<file path="src/pap_pkg.sv">
// ----------------------------------------------------------------------------
// Polyline arc projection package
// Widths, constants and arithmetic helpers shared by the projection unit.
// ----------------------------------------------------------------------------
package pap_pkg;

    localparam int COORD_W    = 32;
    localparam int DIFF_W     = COORD_W + 1;
    localparam int MUL_W      = COORD_W + 1;
    localparam int PROD_W     = 2 * MUL_W;
    localparam int LEN_W      = PROD_W;
    localparam int DOT_W      = PROD_W + 1;
    localparam int DIST_W     = 64;
    localparam int RATIO_FRAC = 32;
    localparam int QUOT_W     = RATIO_FRAC;
    localparam int N_MUL      = 4;
    localparam int MUL_CNT_W  = $clog2(MUL_W);
    localparam int DIV_CNT_W  = $clog2(QUOT_W);

    typedef logic signed [COORD_W-1:0] t_coord;
    typedef logic signed [DIFF_W-1:0]  t_diff;
    typedef logic [MUL_W-1:0]          t_mag;
    typedef logic [PROD_W-1:0]         t_prod;
    typedef logic [LEN_W-1:0]          t_len;
    typedef logic signed [DOT_W-1:0]   t_dot;
    typedef logic [DIST_W-1:0]         t_dist;
    typedef logic [QUOT_W-1:0]         t_quot;

    localparam t_mag  RATIO_ONE  = MUL_W'(1) << RATIO_FRAC;
    localparam t_prod ROUND_HALF = PROD_W'(1) << (RATIO_FRAC - 1);
    localparam t_dist DIST_MAX   = '1;

    function automatic t_mag mag_of(input t_diff v);
        return v[DIFF_W-1] ? t_mag'(-v) : t_mag'(v);
    endfunction

    function automatic t_dot apply_sign(input t_prod p, input logic neg);
        t_dot v;
        v = t_dot'({1'b0, p});
        return neg ? -v : v;
    endfunction

    function automatic t_mag round_mag(input t_prod p);
        t_prod s;
        s = p + ROUND_HALF;
        return s[RATIO_FRAC+MUL_W-1:RATIO_FRAC];
    endfunction

    function automatic t_diff signed_mag(input t_mag m, input logic neg);
        t_diff v;
        v = t_diff'(m);
        return neg ? -v : v;
    endfunction

endpackage

</file>
<file path="src/pap_vtx_if.sv">
// ----------------------------------------------------------------------------
// Vertex channel
// Valid/ready channel carrying one polyline vertex and the query point.
// ----------------------------------------------------------------------------
interface pap_vtx_if;
    logic            valid;
    logic            ready;
    pap_pkg::t_coord query_x;
    pap_pkg::t_coord query_y;
    pap_pkg::t_coord vertex_x;
    pap_pkg::t_coord vertex_y;
    pap_pkg::t_coord vertex_arc;
    logic            first_vertex;
    logic            last_vertex;

    modport source (
        output valid, query_x, query_y, vertex_x, vertex_y, vertex_arc,
               first_vertex, last_vertex,
        input  ready
    );
    modport sink (
        input  valid, query_x, query_y, vertex_x, vertex_y, vertex_arc,
               first_vertex, last_vertex,
        output ready
    );
endinterface

</file>
<file path="src/pap_res_if.sv">
// ----------------------------------------------------------------------------
// Result channel
// Valid/ready channel carrying one projection result per polyline pass.
// ----------------------------------------------------------------------------
interface pap_res_if;
    logic            valid;
    logic            ready;
    logic            found;
    pap_pkg::t_coord arc_position;

    modport source (output valid, found, arc_position, input ready);
    modport sink   (input valid, found, arc_position, output ready);
endinterface

</file>
<file path="src/pap_serial_mul.sv">
// ----------------------------------------------------------------------------
// Serial multiplier
// Unsigned shift-add multiplier, one multiplier bit per cycle.
// ----------------------------------------------------------------------------
module pap_serial_mul (
    input  logic                  i_clk,
    input  logic                  i_rst_n,
    input  logic                  i_start,
    input  pap_pkg::t_mag         i_a,
    input  pap_pkg::t_mag         i_b,
    output logic                  o_done,
    output pap_pkg::t_prod        o_prod
);
    pap_pkg::t_mag                   r_a;
    pap_pkg::t_prod                  r_p;
    pap_pkg::t_prod                  n_p;
    logic [pap_pkg::MUL_CNT_W-1:0]   r_cnt;
    logic                            r_busy;
    logic                            r_done;
    logic [pap_pkg::MUL_W:0]         w_sum;

    assign w_sum = {1'b0, r_p[pap_pkg::PROD_W-1:pap_pkg::MUL_W]} + {1'b0, r_a};

    always_comb begin
        if (r_p[0]) begin
            n_p = {w_sum, r_p[pap_pkg::MUL_W-1:1]};
        end else begin
            n_p = {1'b0, r_p[pap_pkg::PROD_W-1:1]};
        end
    end

    always_ff @(posedge i_clk) begin
        if (!i_rst_n) begin
            r_busy <= 1'b0;
            r_done <= 1'b0;
            r_cnt  <= '0;
        end else begin
            r_done <= 1'b0;
            if (i_start) begin
                r_busy <= 1'b1;
                r_cnt  <= pap_pkg::MUL_CNT_W'(pap_pkg::MUL_W - 1);
            end else if (r_busy) begin
                r_cnt <= r_cnt - 1'b1;
                if (r_cnt == '0) begin
                    r_busy <= 1'b0;
                    r_done <= 1'b1;
                end
            end
        end
    end

    always_ff @(posedge i_clk) begin
        if (i_start) begin
            r_a <= i_a;
            r_p <= {{pap_pkg::MUL_W{1'b0}}, i_b};
        end else if (r_busy) begin
            r_p <= n_p;
        end
    end

    assign o_done = r_done;
    assign o_prod = r_p;
endmodule

</file>
<file path="src/pap_serial_div.sv">
// ----------------------------------------------------------------------------
// Serial divider
// Restoring radix-2 divider giving a Q0.32 fraction of num / den (num < den).
// ----------------------------------------------------------------------------
module pap_serial_div (
    input  logic           i_clk,
    input  logic           i_rst_n,
    input  logic           i_start,
    input  pap_pkg::t_len  i_num,
    input  pap_pkg::t_len  i_den,
    output logic           o_done,
    output pap_pkg::t_quot o_quot
);
    pap_pkg::t_len                  r_rem;
    pap_pkg::t_len                  r_den;
    pap_pkg::t_quot                 r_q;
    logic [pap_pkg::DIV_CNT_W-1:0]  r_cnt;
    logic                           r_busy;
    logic                           r_done;
    logic [pap_pkg::LEN_W:0]        w_rem2;
    logic [pap_pkg::LEN_W:0]        w_diff;
    logic                           w_ge;

    assign w_rem2 = {r_rem, 1'b0};
    assign w_diff = w_rem2 - {1'b0, r_den};
    assign w_ge   = (w_rem2 >= {1'b0, r_den});

    always_ff @(posedge i_clk) begin
        if (!i_rst_n) begin
            r_busy <= 1'b0;
            r_done <= 1'b0;
            r_cnt  <= '0;
        end else begin
            r_done <= 1'b0;
            if (i_start) begin
                r_busy <= 1'b1;
                r_cnt  <= pap_pkg::DIV_CNT_W'(pap_pkg::QUOT_W - 1);
            end else if (r_busy) begin
                r_cnt <= r_cnt - 1'b1;
                if (r_cnt == '0) begin
                    r_busy <= 1'b0;
                    r_done <= 1'b1;
                end
            end
        end
    end

    always_ff @(posedge i_clk) begin
        if (i_start) begin
            r_rem <= i_num;
            r_den <= i_den;
            r_q   <= '0;
        end else if (r_busy) begin
            r_rem <= w_ge ? w_diff[pap_pkg::LEN_W-1:0] : w_rem2[pap_pkg::LEN_W-1:0];
            r_q   <= {r_q[pap_pkg::QUOT_W-2:0], w_ge};
        end
    end

    assign o_done = r_done;
    assign o_quot = r_q;
endmodule

</file>
<file path="src/polyline_arc_projection_unit.sv">
// ----------------------------------------------------------------------------
// Polyline arc projection unit
// Projects a query point onto a streamed polyline and reports the arc length
// of the nearest projection once the last vertex has been taken.
//
//   channel   direction  transaction
//   i_vtx     in         query point, one vertex, first/last marks
//   o_res     out        found flag, arc position (one per pass)
//
// A vertex that closes a segment runs, before the next ready, four serial
// multiplies, one 32-step divide, and the bit-serial multipliers again for
// interpolation and distance. When the projection clamps to a segment end
// the divide is skipped. A vertex without a segment goes from setup straight
// to the finish state; a last vertex then passes through the emit state,
// which waits on o_res. Reset is synchronous; o_res is a holding register.
// ----------------------------------------------------------------------------
module polyline_arc_projection_unit (
    input  logic      i_clk,
    input  logic      i_rst_n,
    pap_vtx_if.sink   i_vtx,
    pap_res_if.source o_res
);
    typedef enum logic [11:0] {
        S_IDLE     = 12'b0000_0000_0001,
        S_SETUP    = 12'b0000_0000_0010,
        S_PROD     = 12'b0000_0000_0100,
        S_RATIO    = 12'b0000_0000_1000,
        S_DIV      = 12'b0000_0001_0000,
        S_SCALE_GO = 12'b0000_0010_0000,
        S_SCALE    = 12'b0000_0100_0000,
        S_DIFF     = 12'b0000_1000_0000,
        S_SQ_GO    = 12'b0001_0000_0000,
        S_SQ       = 12'b0010_0000_0000,
        S_FIN      = 12'b0100_0000_0000,
        S_EMIT     = 12'b1000_0000_0000
    } t_state;

    localparam int MSB = pap_pkg::DIFF_W - 1;

    t_state          r_state;
    t_state          n_state;
    logic            r_have_prev;
    pap_pkg::t_coord r_prev_x;
    pap_pkg::t_coord r_prev_y;
    pap_pkg::t_coord r_prev_arc;
    logic            r_seg;
    logic            r_last;
    pap_pkg::t_diff  r_vx;
    pap_pkg::t_diff  r_vy;
    pap_pkg::t_diff  r_ex;
    pap_pkg::t_diff  r_ey;
    pap_pkg::t_diff  r_ds;
    pap_pkg::t_coord r_arc0;
    pap_pkg::t_len   r_len;
    pap_pkg::t_dot   r_dot;
    pap_pkg::t_mag   r_ratio;
    pap_pkg::t_mag   r_tx;
    pap_pkg::t_mag   r_ty;
    pap_pkg::t_mag   r_ts;
    pap_pkg::t_diff  r_dx;
    pap_pkg::t_diff  r_dy;
    pap_pkg::t_coord r_s;
    pap_pkg::t_dist  r_dist;
    pap_pkg::t_dist  r_best_dist;
    pap_pkg::t_coord r_best_arc;
    logic            r_have_best;
    logic            r_out_valid;
    logic            r_found;
    pap_pkg::t_coord r_out_arc;

    logic            w_accept;
    logic            w_emit;
    logic            w_better;
    pap_pkg::t_diff  w_vx;
    pap_pkg::t_diff  w_vy;
    pap_pkg::t_diff  w_ex;
    pap_pkg::t_diff  w_ey;
    pap_pkg::t_diff  w_ds;
    pap_pkg::t_diff  w_s_full;
    pap_pkg::t_len   w_len;
    pap_pkg::t_dot   w_dot;
    logic [pap_pkg::PROD_W:0] w_dsum;
    logic            w_ratio_zero;
    logic            w_ratio_one;
    logic            w_div_start;
    logic            w_div_done;
    pap_pkg::t_quot  w_quot;
    logic            w_mul_start;
    pap_pkg::t_mag   w_mul_a    [pap_pkg::N_MUL];
    pap_pkg::t_mag   w_mul_b    [pap_pkg::N_MUL];
    pap_pkg::t_prod  w_mul_prod [pap_pkg::N_MUL];
    logic            w_mul_done [pap_pkg::N_MUL];

    assign i_vtx.ready = (r_state == S_IDLE);
    assign w_accept    = i_vtx.valid & i_vtx.ready;
    assign w_emit      = (r_state == S_EMIT) & (~r_out_valid | o_res.ready);

    assign w_vx = pap_pkg::t_diff'(i_vtx.vertex_x)   - pap_pkg::t_diff'(r_prev_x);
    assign w_vy = pap_pkg::t_diff'(i_vtx.vertex_y)   - pap_pkg::t_diff'(r_prev_y);
    assign w_ex = pap_pkg::t_diff'(i_vtx.query_x)    - pap_pkg::t_diff'(r_prev_x);
    assign w_ey = pap_pkg::t_diff'(i_vtx.query_y)    - pap_pkg::t_diff'(r_prev_y);
    assign w_ds = pap_pkg::t_diff'(i_vtx.vertex_arc) - pap_pkg::t_diff'(r_prev_arc);

    assign w_len = w_mul_prod[0] + w_mul_prod[1];
    assign w_dot = pap_pkg::apply_sign(w_mul_prod[2], r_ex[MSB] ^ r_vx[MSB])
                 + pap_pkg::apply_sign(w_mul_prod[3], r_ey[MSB] ^ r_vy[MSB]);

    assign w_ratio_zero = r_dot[pap_pkg::DOT_W-1] | (r_dot == '0);
    assign w_ratio_one  = ~w_ratio_zero & ($unsigned(r_dot) >= pap_pkg::DOT_W'(r_len));
    assign w_div_start  = (r_state == S_RATIO) & ~w_ratio_zero & ~w_ratio_one;

    assign w_s_full = pap_pkg::t_diff'(r_arc0) + pap_pkg::signed_mag(r_ts, r_ds[MSB]);
    assign w_dsum   = {1'b0, w_mul_prod[0]} + {1'b0, w_mul_prod[1]};
    assign w_better = r_seg & (~r_have_best | (r_dist < r_best_dist));

    assign w_mul_start = ((r_state == S_SETUP) & r_seg) | (r_state == S_SCALE_GO)
                       | (r_state == S_SQ_GO);

    always_comb begin
        for (int k = 0; k < pap_pkg::N_MUL; k++) begin
            w_mul_a[k] = '0;
            w_mul_b[k] = '0;
        end
        unique case (r_state)
            S_SETUP: begin
                w_mul_a[0] = pap_pkg::mag_of(r_vx);
                w_mul_b[0] = pap_pkg::mag_of(r_vx);
                w_mul_a[1] = pap_pkg::mag_of(r_vy);
                w_mul_b[1] = pap_pkg::mag_of(r_vy);
                w_mul_a[2] = pap_pkg::mag_of(r_ex);
                w_mul_b[2] = pap_pkg::mag_of(r_vx);
                w_mul_a[3] = pap_pkg::mag_of(r_ey);
                w_mul_b[3] = pap_pkg::mag_of(r_vy);
            end
            S_SCALE_GO: begin
                w_mul_a[0] = pap_pkg::mag_of(r_vx);
                w_mul_b[0] = r_ratio;
                w_mul_a[1] = pap_pkg::mag_of(r_vy);
                w_mul_b[1] = r_ratio;
                w_mul_a[2] = pap_pkg::mag_of(r_ds);
                w_mul_b[2] = r_ratio;
            end
            S_SQ_GO: begin
                w_mul_a[0] = pap_pkg::mag_of(r_dx);
                w_mul_b[0] = pap_pkg::mag_of(r_dx);
                w_mul_a[1] = pap_pkg::mag_of(r_dy);
                w_mul_b[1] = pap_pkg::mag_of(r_dy);
            end
            default: ;
        endcase
    end

    for (genvar g = 0; g < pap_pkg::N_MUL; g++) begin : g_mul
        pap_serial_mul u_mul (
            .i_clk   (i_clk),
            .i_rst_n (i_rst_n),
            .i_start (w_mul_start),
            .i_a     (w_mul_a[g]),
            .i_b     (w_mul_b[g]),
            .o_done  (w_mul_done[g]),
            .o_prod  (w_mul_prod[g])
        );
    end

    pap_serial_div u_div (
        .i_clk   (i_clk),
        .i_rst_n (i_rst_n),
        .i_start (w_div_start),
        .i_num   (r_dot[pap_pkg::LEN_W-1:0]),
        .i_den   (r_len),
        .o_done  (w_div_done),
        .o_quot  (w_quot)
    );

    always_comb begin
        n_state = r_state;
        unique case (r_state)
            S_IDLE:     if (i_vtx.valid) n_state = S_SETUP;
            S_SETUP:    n_state = r_seg ? S_PROD : S_FIN;
            S_PROD:     if (w_mul_done[0]) n_state = S_RATIO;
            S_RATIO:    n_state = (w_ratio_zero | w_ratio_one) ? S_SCALE_GO : S_DIV;
            S_DIV:      if (w_div_done) n_state = S_SCALE_GO;
            S_SCALE_GO: n_state = S_SCALE;
            S_SCALE:    if (w_mul_done[0]) n_state = S_DIFF;
            S_DIFF:     n_state = S_SQ_GO;
            S_SQ_GO:    n_state = S_SQ;
            S_SQ:       if (w_mul_done[0]) n_state = S_FIN;
            S_FIN:      n_state = r_last ? S_EMIT : S_IDLE;
            S_EMIT:     if (w_emit) n_state = S_IDLE;
            default:    n_state = S_IDLE;
        endcase
    end

    always_ff @(posedge i_clk) begin
        if (!i_rst_n) begin
            r_state     <= S_IDLE;
            r_have_prev <= 1'b0;
            r_prev_x    <= '0;
            r_prev_y    <= '0;
            r_prev_arc  <= '0;
            r_best_dist <= pap_pkg::DIST_MAX;
            r_best_arc  <= '0;
            r_have_best <= 1'b0;
            r_out_valid <= 1'b0;
        end else begin
            r_state <= n_state;
            priority if (w_emit) begin
                r_out_valid <= 1'b1;
            end else if (o_res.ready) begin
                r_out_valid <= 1'b0;
            end
            if (w_accept) begin
                r_prev_x    <= i_vtx.vertex_x;
                r_prev_y    <= i_vtx.vertex_y;
                r_prev_arc  <= i_vtx.vertex_arc;
                r_have_prev <= 1'b1;
                if (i_vtx.first_vertex) begin
                    r_best_dist <= pap_pkg::DIST_MAX;
                    r_best_arc  <= '0;
                    r_have_best <= 1'b0;
                end
            end
            if ((r_state == S_FIN) && w_better) begin
                r_best_dist <= r_dist;
                r_best_arc  <= r_s;
                r_have_best <= 1'b1;
            end
            // hand the pass result over and drop tracking for the next pass
            if (w_emit) begin
                r_have_prev <= 1'b0;
                r_best_dist <= pap_pkg::DIST_MAX;
                r_best_arc  <= '0;
                r_have_best <= 1'b0;
            end
        end
    end

    always_ff @(posedge i_clk) begin
        if (w_accept) begin
            r_seg  <= r_have_prev & ~i_vtx.first_vertex & ((w_vx != '0) | (w_vy != '0));
            r_last <= i_vtx.last_vertex;
            r_vx   <= w_vx;
            r_vy   <= w_vy;
            r_ex   <= w_ex;
            r_ey   <= w_ey;
            r_ds   <= w_ds;
            r_arc0 <= r_prev_arc;
        end
        if ((r_state == S_PROD) && w_mul_done[0]) begin
            r_len <= w_len;
            r_dot <= w_dot;
        end
        if (r_state == S_RATIO) begin
            r_ratio <= w_ratio_one ? pap_pkg::RATIO_ONE : '0;
        end
        if ((r_state == S_DIV) && w_div_done) begin
            r_ratio <= pap_pkg::MUL_W'(w_quot);
        end
        if ((r_state == S_SCALE) && w_mul_done[0]) begin
            r_tx <= pap_pkg::round_mag(w_mul_prod[0]);
            r_ty <= pap_pkg::round_mag(w_mul_prod[1]);
            r_ts <= pap_pkg::round_mag(w_mul_prod[2]);
        end
        if (r_state == S_DIFF) begin
            r_dx <= r_ex - pap_pkg::signed_mag(r_tx, r_vx[MSB]);
            r_dy <= r_ey - pap_pkg::signed_mag(r_ty, r_vy[MSB]);
            r_s  <= pap_pkg::t_coord'(w_s_full[pap_pkg::COORD_W-1:0]);
        end
        if ((r_state == S_SQ) && w_mul_done[0]) begin
            r_dist <= (w_dsum[pap_pkg::PROD_W:pap_pkg::DIST_W] != '0)
                    ? pap_pkg::DIST_MAX : w_dsum[pap_pkg::DIST_W-1:0];
        end
        if (w_emit) begin
            r_found   <= r_have_best;
            r_out_arc <= r_have_best ? r_best_arc : '0;
        end
    end

    assign o_res.valid        = r_out_valid;
    assign o_res.found        = r_found;
    assign o_res.arc_position = r_out_arc;
endmodule

</file>
<file path="src/flat_wrapper.sv">
// flat-port wrapper written by rule: the top's interface ports become plain ports
module polyline_arc_projection_unit_flat 
  (i_clk, i_rst_n, i_vtx_valid, i_vtx_query_x, i_vtx_query_y, i_vtx_vertex_x, i_vtx_vertex_y, i_vtx_vertex_arc, i_vtx_first_vertex, i_vtx_last_vertex, i_vtx_ready, o_res_valid, o_res_found, o_res_arc_position, o_res_ready);
  pap_vtx_if i_vtx_i ();
  pap_res_if o_res_i ();
  input  logic i_clk;
  input  logic i_rst_n;
  input wire logic [$bits(i_vtx_i.valid)-1:0] i_vtx_valid;
  input wire logic [$bits(i_vtx_i.query_x)-1:0] i_vtx_query_x;
  input wire logic [$bits(i_vtx_i.query_y)-1:0] i_vtx_query_y;
  input wire logic [$bits(i_vtx_i.vertex_x)-1:0] i_vtx_vertex_x;
  input wire logic [$bits(i_vtx_i.vertex_y)-1:0] i_vtx_vertex_y;
  input wire logic [$bits(i_vtx_i.vertex_arc)-1:0] i_vtx_vertex_arc;
  input wire logic [$bits(i_vtx_i.first_vertex)-1:0] i_vtx_first_vertex;
  input wire logic [$bits(i_vtx_i.last_vertex)-1:0] i_vtx_last_vertex;
  output wire logic [$bits(i_vtx_i.ready)-1:0] i_vtx_ready;
  output wire logic [$bits(o_res_i.valid)-1:0] o_res_valid;
  output wire logic [$bits(o_res_i.found)-1:0] o_res_found;
  output wire logic [$bits(o_res_i.arc_position)-1:0] o_res_arc_position;
  input wire logic [$bits(o_res_i.ready)-1:0] o_res_ready;
  assign i_vtx_i.valid = i_vtx_valid;
  assign i_vtx_i.query_x = i_vtx_query_x;
  assign i_vtx_i.query_y = i_vtx_query_y;
  assign i_vtx_i.vertex_x = i_vtx_vertex_x;
  assign i_vtx_i.vertex_y = i_vtx_vertex_y;
  assign i_vtx_i.vertex_arc = i_vtx_vertex_arc;
  assign i_vtx_i.first_vertex = i_vtx_first_vertex;
  assign i_vtx_i.last_vertex = i_vtx_last_vertex;
  assign i_vtx_ready = i_vtx_i.ready;
  assign o_res_valid = o_res_i.valid;
  assign o_res_found = o_res_i.found;
  assign o_res_arc_position = o_res_i.arc_position;
  assign o_res_i.ready = o_res_ready;
  polyline_arc_projection_unit u_core (.i_clk(i_clk), .i_rst_n(i_rst_n), .i_vtx(i_vtx_i), .o_res(o_res_i));
endmodule
</file>
<file path="config.mk">
export PLATFORM = sky130hd
export DESIGN_NAME = polyline_arc_projection_unit_flat
export DESIGN_NICKNAME = d
export VERILOG_FILES = /design/src/pap_pkg.sv /design/src/pap_vtx_if.sv /design/src/pap_res_if.sv /design/src/pap_serial_mul.sv /design/src/pap_serial_div.sv /design/src/polyline_arc_projection_unit.sv /design/src/flat_wrapper.sv
export SDC_FILE = /design/constraint.sdc
export NUM_CORES = 2
export LEC_CHECK = 0
export CORE_ASPECT_RATIO = 1.1
export CORE_MARGIN = 2
export CORE_UTILIZATION = 30
export DETAILED_ROUTE_END_ITERATION = 10
export DONT_BUFFER_PORTS = 1
export GPL_TIMING_DRIVEN = 0
export HOLD_SLACK_MARGIN = 0.1
export PLACE_DENSITY_LB_ADDON = 0.25
export SLEW_MARGIN = 20
export SYNTH_ARGS = -nofsm -noshare
export SYNTH_HDL_FRONTEND = slang
export SYNTH_SLANG_ARGS = --single-unit
</file>
<file path="constraint.sdc">
create_clock -name i_clk -period 17.2 [get_ports i_clk]
set_clock_uncertainty 0.2 [all_clocks]
set_input_delay 0.86 -clock i_clk [delete_from_list [all_inputs] [get_ports i_clk]]
set_output_delay 0.86 -clock i_clk [all_outputs]
set_load 0.05 [all_outputs]
</file>
==> summary.md <==
| Metric | Value |
|---|---|
| Number of setup buffers added after CTS | 0 |
| Share of the core filled with cells | 34.2% |
| Number of enable-type register cells in the synthesized netlist | 1053 |
| Unrepaired setup endpoints after global routing | no |
| Logic gate share of total power | 46.7% |
| Number of placed instances with taps included | 15000 |
| Count of port buffers added during placement | 0 |
| DRC Markers | 0 |
| Final worst path period share | 43.1% |
| Antenna Nets Post-Route | 0 |
| Final Total Pwr | 16.8 mW |
| Global-route wire length before repair | 538000 um |
| Part of the total power dissipated in sequential elements | 30.5% |
| Die Ht | 604 um |
| Via count of the first global-routing pass | 77600 |
| Classification of the worst setup path | flip-flop to flip-flop |
| Maximum vdd drop | 0.118 mV |
| Final non-filler cell area | 112000 um2 |
| Global-route met2 utilization | 35.0% |
| Run status | complete, no violations |
| Clock transition at the registers of the reported paths | 60 ps |
| Post-synthesis register bit count | 1461 |
| Total length of routed wires | 378000 um |
| Cell Int Power | 9.57 mW |
| CTS max path bufs | 4 |
| Most used routing layer in global routing | met2 |
| HPWL after detailed placement | 309000 um |
| Worst hold path type | primary input to flip-flop |
| H-tree lvl count | 4 |
| Crit path arrival time | 7770 ps |
| WP data required | 17560 ps |
| Maximum number of pins on one net before global-route repair | 41 |
| Power density over the cells | 151 nW/um2 |
| GRT Resource Usage Total | 21.9% |
| Share of layout cells above drive strength 1 | 4.45% |
| Clock tree from TritonCTS | yes |
| Highest clock rate | 135 MHz |
| Share of synthesized flip-flops with an asynchronous set or reset | 0% |
| Number of nets in the final layout | 11800 |
| Net count after synthesis | 11500 |
| CP Max Fanout | 10 |
| Placeable Area | 326000 um2 |
| Synth warn | 0 |
| Fraction of met3 tracks used by global routing | 3.14% |
| P_leak | 42.4 nW |
| Shortest clock period the worst path allows after layout | 7410 ps |
| Number of optimization iterations in the first detailed-route pass | 8 |
| Met1 track utilization from global routing | 28.4% |
| Initial core utilization | 30.1% |
| First-iteration detailed-routing DRC count | 7753 |
| Tightest slew margin relative to the limit | 14.6% |
| Max-cap violation count | 0 |
| Placement Cell Area | 105000 um2 |
| Syn Inst Count | 10600 |
| Via count normalized by instance count | 5.34 |
| Kind of end point of the critical path | flip-flop |
| Most common flop cell mapped by yosys | sky130_fd_sc_hd__edfxtp_1 |
| Buffer cell driving the clock tree root | sky130_fd_sc_hd__clkbuf_16 |
| Clock network latency to the later pin of the worst-skew pair | 870 ps |
| Synthesized cell area | 98200 um2 |
| Net switching power of the design | 7.26 mW |
| Horizontal extent of the die | 550 um |
| TritonCTS buffer count | 177 |
| Max-slew violation count | 0 |
| Worst setup slack after layout | 9790 ps |
| Critical path launch point type | flip-flop |
| Share of total power in the clock network | 22.7% |
| Number of hold violations in the final report | 0 |
| Hold slack final | 165 ps |
| Cell Count, Final, Fillers Out | 15400 |
| Pre-CTS setup slack | 9820 ps |
| Worst slew pin tran | 1270 ps |
| Antenna violations before repair | 20 |
| Sequential fraction of the synthesis area | 40.5% |
| Switching power share of the total | 43.1% |
| Area delta synth->final | 13.7% |
| Count of final setup violators | 0 |
| Final estimated routing congestion in global placement | 1.03 |
| Number of placement rows | 220 |
| Post-synthesis cell type count | 98 |
| Average wire length per cell after detail routing | 24.5 um |
| Final total negative setup slack | 0 ps |
| Die outline area | 332000 um2 |
| Mean instance size in the synthesized netlist | 9.30 um2 |
| Top-Level Pins | 201 |
| Sinks on Clock Net | 1461 |
| Via total after detailed routing | 82300 |
| Remaining global-route overflow | 0 |
power by group through the flow:
| stage | Clock, mW | Sequential [mW] | Combinational (mW) |
|---|---|---|---|
| 3_3_place_gp | 0 | 5.24 | 7.65 |
| 5_1_grt | 4.02 | 5.15 | 8.53 |
| 6_report | 3.82 | 5.14 | 7.87 |
| 2_1_floorplan | 0 | 4.83 | 5.28 |
| 4_1_cts | 3.89 | 5.12 | 7.73 |
| 3_5_place_dp | 0 | 5.19 | 7.66 |
path summary, 6_finish.rpt:
| check | end | slack, ps | cells after the start | startpoint |
|---|---|---|---|---|
| worst min register to register | u_core.u_div.r_den[4] | 250 | 0 | u_core.r_len[4] |
| worst min-delay path | u_core.r_ey[32] | 160 | 3 | i_vtx_query_y[31] |
| worst max register to register | u_core.r_dot[63] | 9790 | 21 | u_core.g_mul[2].u_mul.o_prod[0] |
| worst max-delay path | u_core.r_dot[63] | 9790 | 21 | u_core.g_mul[2].u_mul.o_prod[0] |
sequential cells by signal, indices dropped and copies added (netlist names), 64 cells and up:
register,flops
u_core.r_best_dist,64
u_core.g_mul.u_mul.o_prod,264
u_core.u_div.r_den,66
u_core.g_mul.u_mul.r_a,132
u_core.r_dot,67
u_core.r_len,66
u_core.u_div.r_rem,66
u_core.r_dist,64
critical path, cell delays in order, from the launching register on:
cell and delay (ps):
sky130_fd_sc_hd__edfxtp_1 630, sky130_fd_sc_hd__clkinv_1 300, sky130_fd_sc_hd__clkbuf_1 580, sky130_fd_sc_hd__ha_1 310
sky130_fd_sc_hd__nand2b_1 120, sky130_fd_sc_hd__or3_1 470, sky130_fd_sc_hd__or3_1 510, sky130_fd_sc_hd__o41ai_1 350
sky130_fd_sc_hd__xnor2_1 230, sky130_fd_sc_hd__ha_1 290, sky130_fd_sc_hd__clkbuf_1 210, sky130_fd_sc_hd__a21oi_1 250
sky130_fd_sc_hd__o21ai_0 160, sky130_fd_sc_hd__a211oi_1 270, sky130_fd_sc_hd__o31ai_1 160, sky130_fd_sc_hd__o21ai_1 400
sky130_fd_sc_hd__o31a_1 230, sky130_fd_sc_hd__o21ai_1 120, sky130_fd_sc_hd__a2111oi_0 580, sky130_fd_sc_hd__o21ai_0 210
sky130_fd_sc_hd__a21oi_1 290, sky130_fd_sc_hd__o221ai_1 240
synth_stat cells (16+ instances only):
master | n | share of area (%)
sky130_fd_sc_hd__o211ai_1 | 36 | 0.28
sky130_fd_sc_hd__a31oi_1 | 132 | 0.84
sky130_fd_sc_hd__nand3b_1 | 24 | 0.18
sky130_fd_sc_hd__o21a_1 | 117 | 0.89
sky130_fd_sc_hd__o21bai_1 | 78 | 0.60
sky130_fd_sc_hd__a2111oi_0 | 24 | 0.21
sky130_fd_sc_hd__o41ai_1 | 70 | 0.62
sky130_fd_sc_hd__nand3_1 | 163 | 0.83
sky130_fd_sc_hd__nand4_1 | 111 | 0.71
sky130_fd_sc_hd__nor2_1 | 942 | 3.6
sky130_fd_sc_hd__and2_1 | 124 | 0.79
sky130_fd_sc_hd__a41oi_1 | 22 | 0.20
sky130_fd_sc_hd__mux2i_1 | 227 | 2.3
sky130_fd_sc_hd__or2_2 | 40 | 0.25
sky130_fd_sc_hd__buf_1 | 49 | 0.19
sky130_fd_sc_hd__ha_1 | 740 | 9.4
sky130_fd_sc_hd__o21ai_0 | 629 | 3.2
sky130_fd_sc_hd__dfxtp_1 | 408 | 8.3
sky130_fd_sc_hd__or4_1 | 72 | 0.55
sky130_fd_sc_hd__a21boi_0 | 135 | 1.0
sky130_fd_sc_hd__a211o_1 | 24 | 0.21
sky130_fd_sc_hd__o22ai_1 | 72 | 0.46
sky130_fd_sc_hd__clkbuf_1 | 340 | 1.3
sky130_fd_sc_hd__a21oi_1 | 700 | 3.6
sky130_fd_sc_hd__or3_1 | 108 | 0.69
sky130_fd_sc_hd__inv_1 | 544 | 2.1
sky130_fd_sc_hd__a211oi_1 | 118 | 0.90
sky130_fd_sc_hd__xor2_1 | 463 | 4.1
sky130_fd_sc_hd__nor3b_1 | 23 | 0.18
sky130_fd_sc_hd__nand2b_1 | 174 | 1.1
sky130_fd_sc_hd__a221oi_1 | 16 | 0.14
sky130_fd_sc_hd__nor3_1 | 162 | 0.83
sky130_fd_sc_hd__nand2_1 | 1025 | 3.9
sky130_fd_sc_hd__xnor2_1 | 555 | 4.9
sky130_fd_sc_hd__and3_1 | 76 | 0.48
sky130_fd_sc_hd__o2111ai_1 | 17 | 0.15
sky130_fd_sc_hd__o31a_1 | 24 | 0.21
sky130_fd_sc_hd__o22a_1 | 21 | 0.19
sky130_fd_sc_hd__nor2b_1 | 107 | 0.68
sky130_fd_sc_hd__a21o_1 | 304 | 2.3
sky130_fd_sc_hd__o31ai_1 | 146 | 1.1
sky130_fd_sc_hd__nor4_1 | 78 | 0.50
sky130_fd_sc_hd__edfxtp_1 | 1053 | 32
sky130_fd_sc_hd__o21ai_1 | 19 | 0.097
cell families (layout without fill, tap and decap cells):
family	count (synthesis)	after routing	synth area share (%)
AND/OR/NAND/NOR	3297	3297	16.0
AO/OA/AOI/OAI	2848	2848	18.7
flip-flops	1461	1461	40.5
XOR/XNOR	1018	1018	9.08
buffers and inverters	959	1443	3.74
adder cells (fa/ha/maj)	755	755	9.73
multiplexers	228	228	2.32
other	0	23	0
metal layers:
layer  wire length, um  share of wire [%]
met4             25000                6.6
met1            160000                 42
met5                47              0.012
met3             24500                6.5
met2            169000                 45
placed cells by master, fill, tap and decap left out, types with 117 or more instances in the layout:
cell	Yosys	layout
sky130_fd_sc_hd__clkbuf_1	340	360
sky130_fd_sc_hd__nand2b_1	174	172
sky130_fd_sc_hd__inv_1	544	543
sky130_fd_sc_hd__a31oi_1	132	132
sky130_fd_sc_hd__nor2_1	942	937
sky130_fd_sc_hd__o31ai_1	146	146
sky130_fd_sc_hd__ha_1	740	740
sky130_fd_sc_hd__mux2i_1	227	227
sky130_fd_sc_hd__nand3_1	163	163
sky130_fd_sc_hd__a21o_1	304	304
sky130_fd_sc_hd__a21oi_1	700	700
sky130_fd_sc_hd__xnor2_1	555	543
sky130_fd_sc_hd__dfxtp_1	408	408
sky130_fd_sc_hd__nor3_1	162	162
sky130_fd_sc_hd__nand2_1	1025	1023
sky130_fd_sc_hd__a21boi_0	135	135
sky130_fd_sc_hd__edfxtp_1	1053	1053
sky130_fd_sc_hd__o21ai_0	629	628
sky130_fd_sc_hd__and2_1	124	124
sky130_fd_sc_hd__o21a_1	117	117
sky130_fd_sc_hd__a211oi_1	118	118
sky130_fd_sc_hd__xor2_1	463	461
sky130_fd_sc_hd__clkbuf_16	0	180
cell type report:
type                            count  area [um2]
Buffer                            411        1640
Fill cell                       33800      214000
Timing Repair Buffer              163        1950
Antenna cell                       23        57.6
Sequential cell                  1461       39800
Inverter                          548        2060
Clock inverter                     91        1000
Clock buffer                      230        4820
Multi-Input combinational cell   8146       55000
Tap cell                         4329        5420
timing repair:
action	4_1_cts	5_1_grt
resized for setup	0	0
hold buffers	99	0
endpoints found under the hold margin	101	0
No activity file was read; power rests on OpenSTA's default activity.
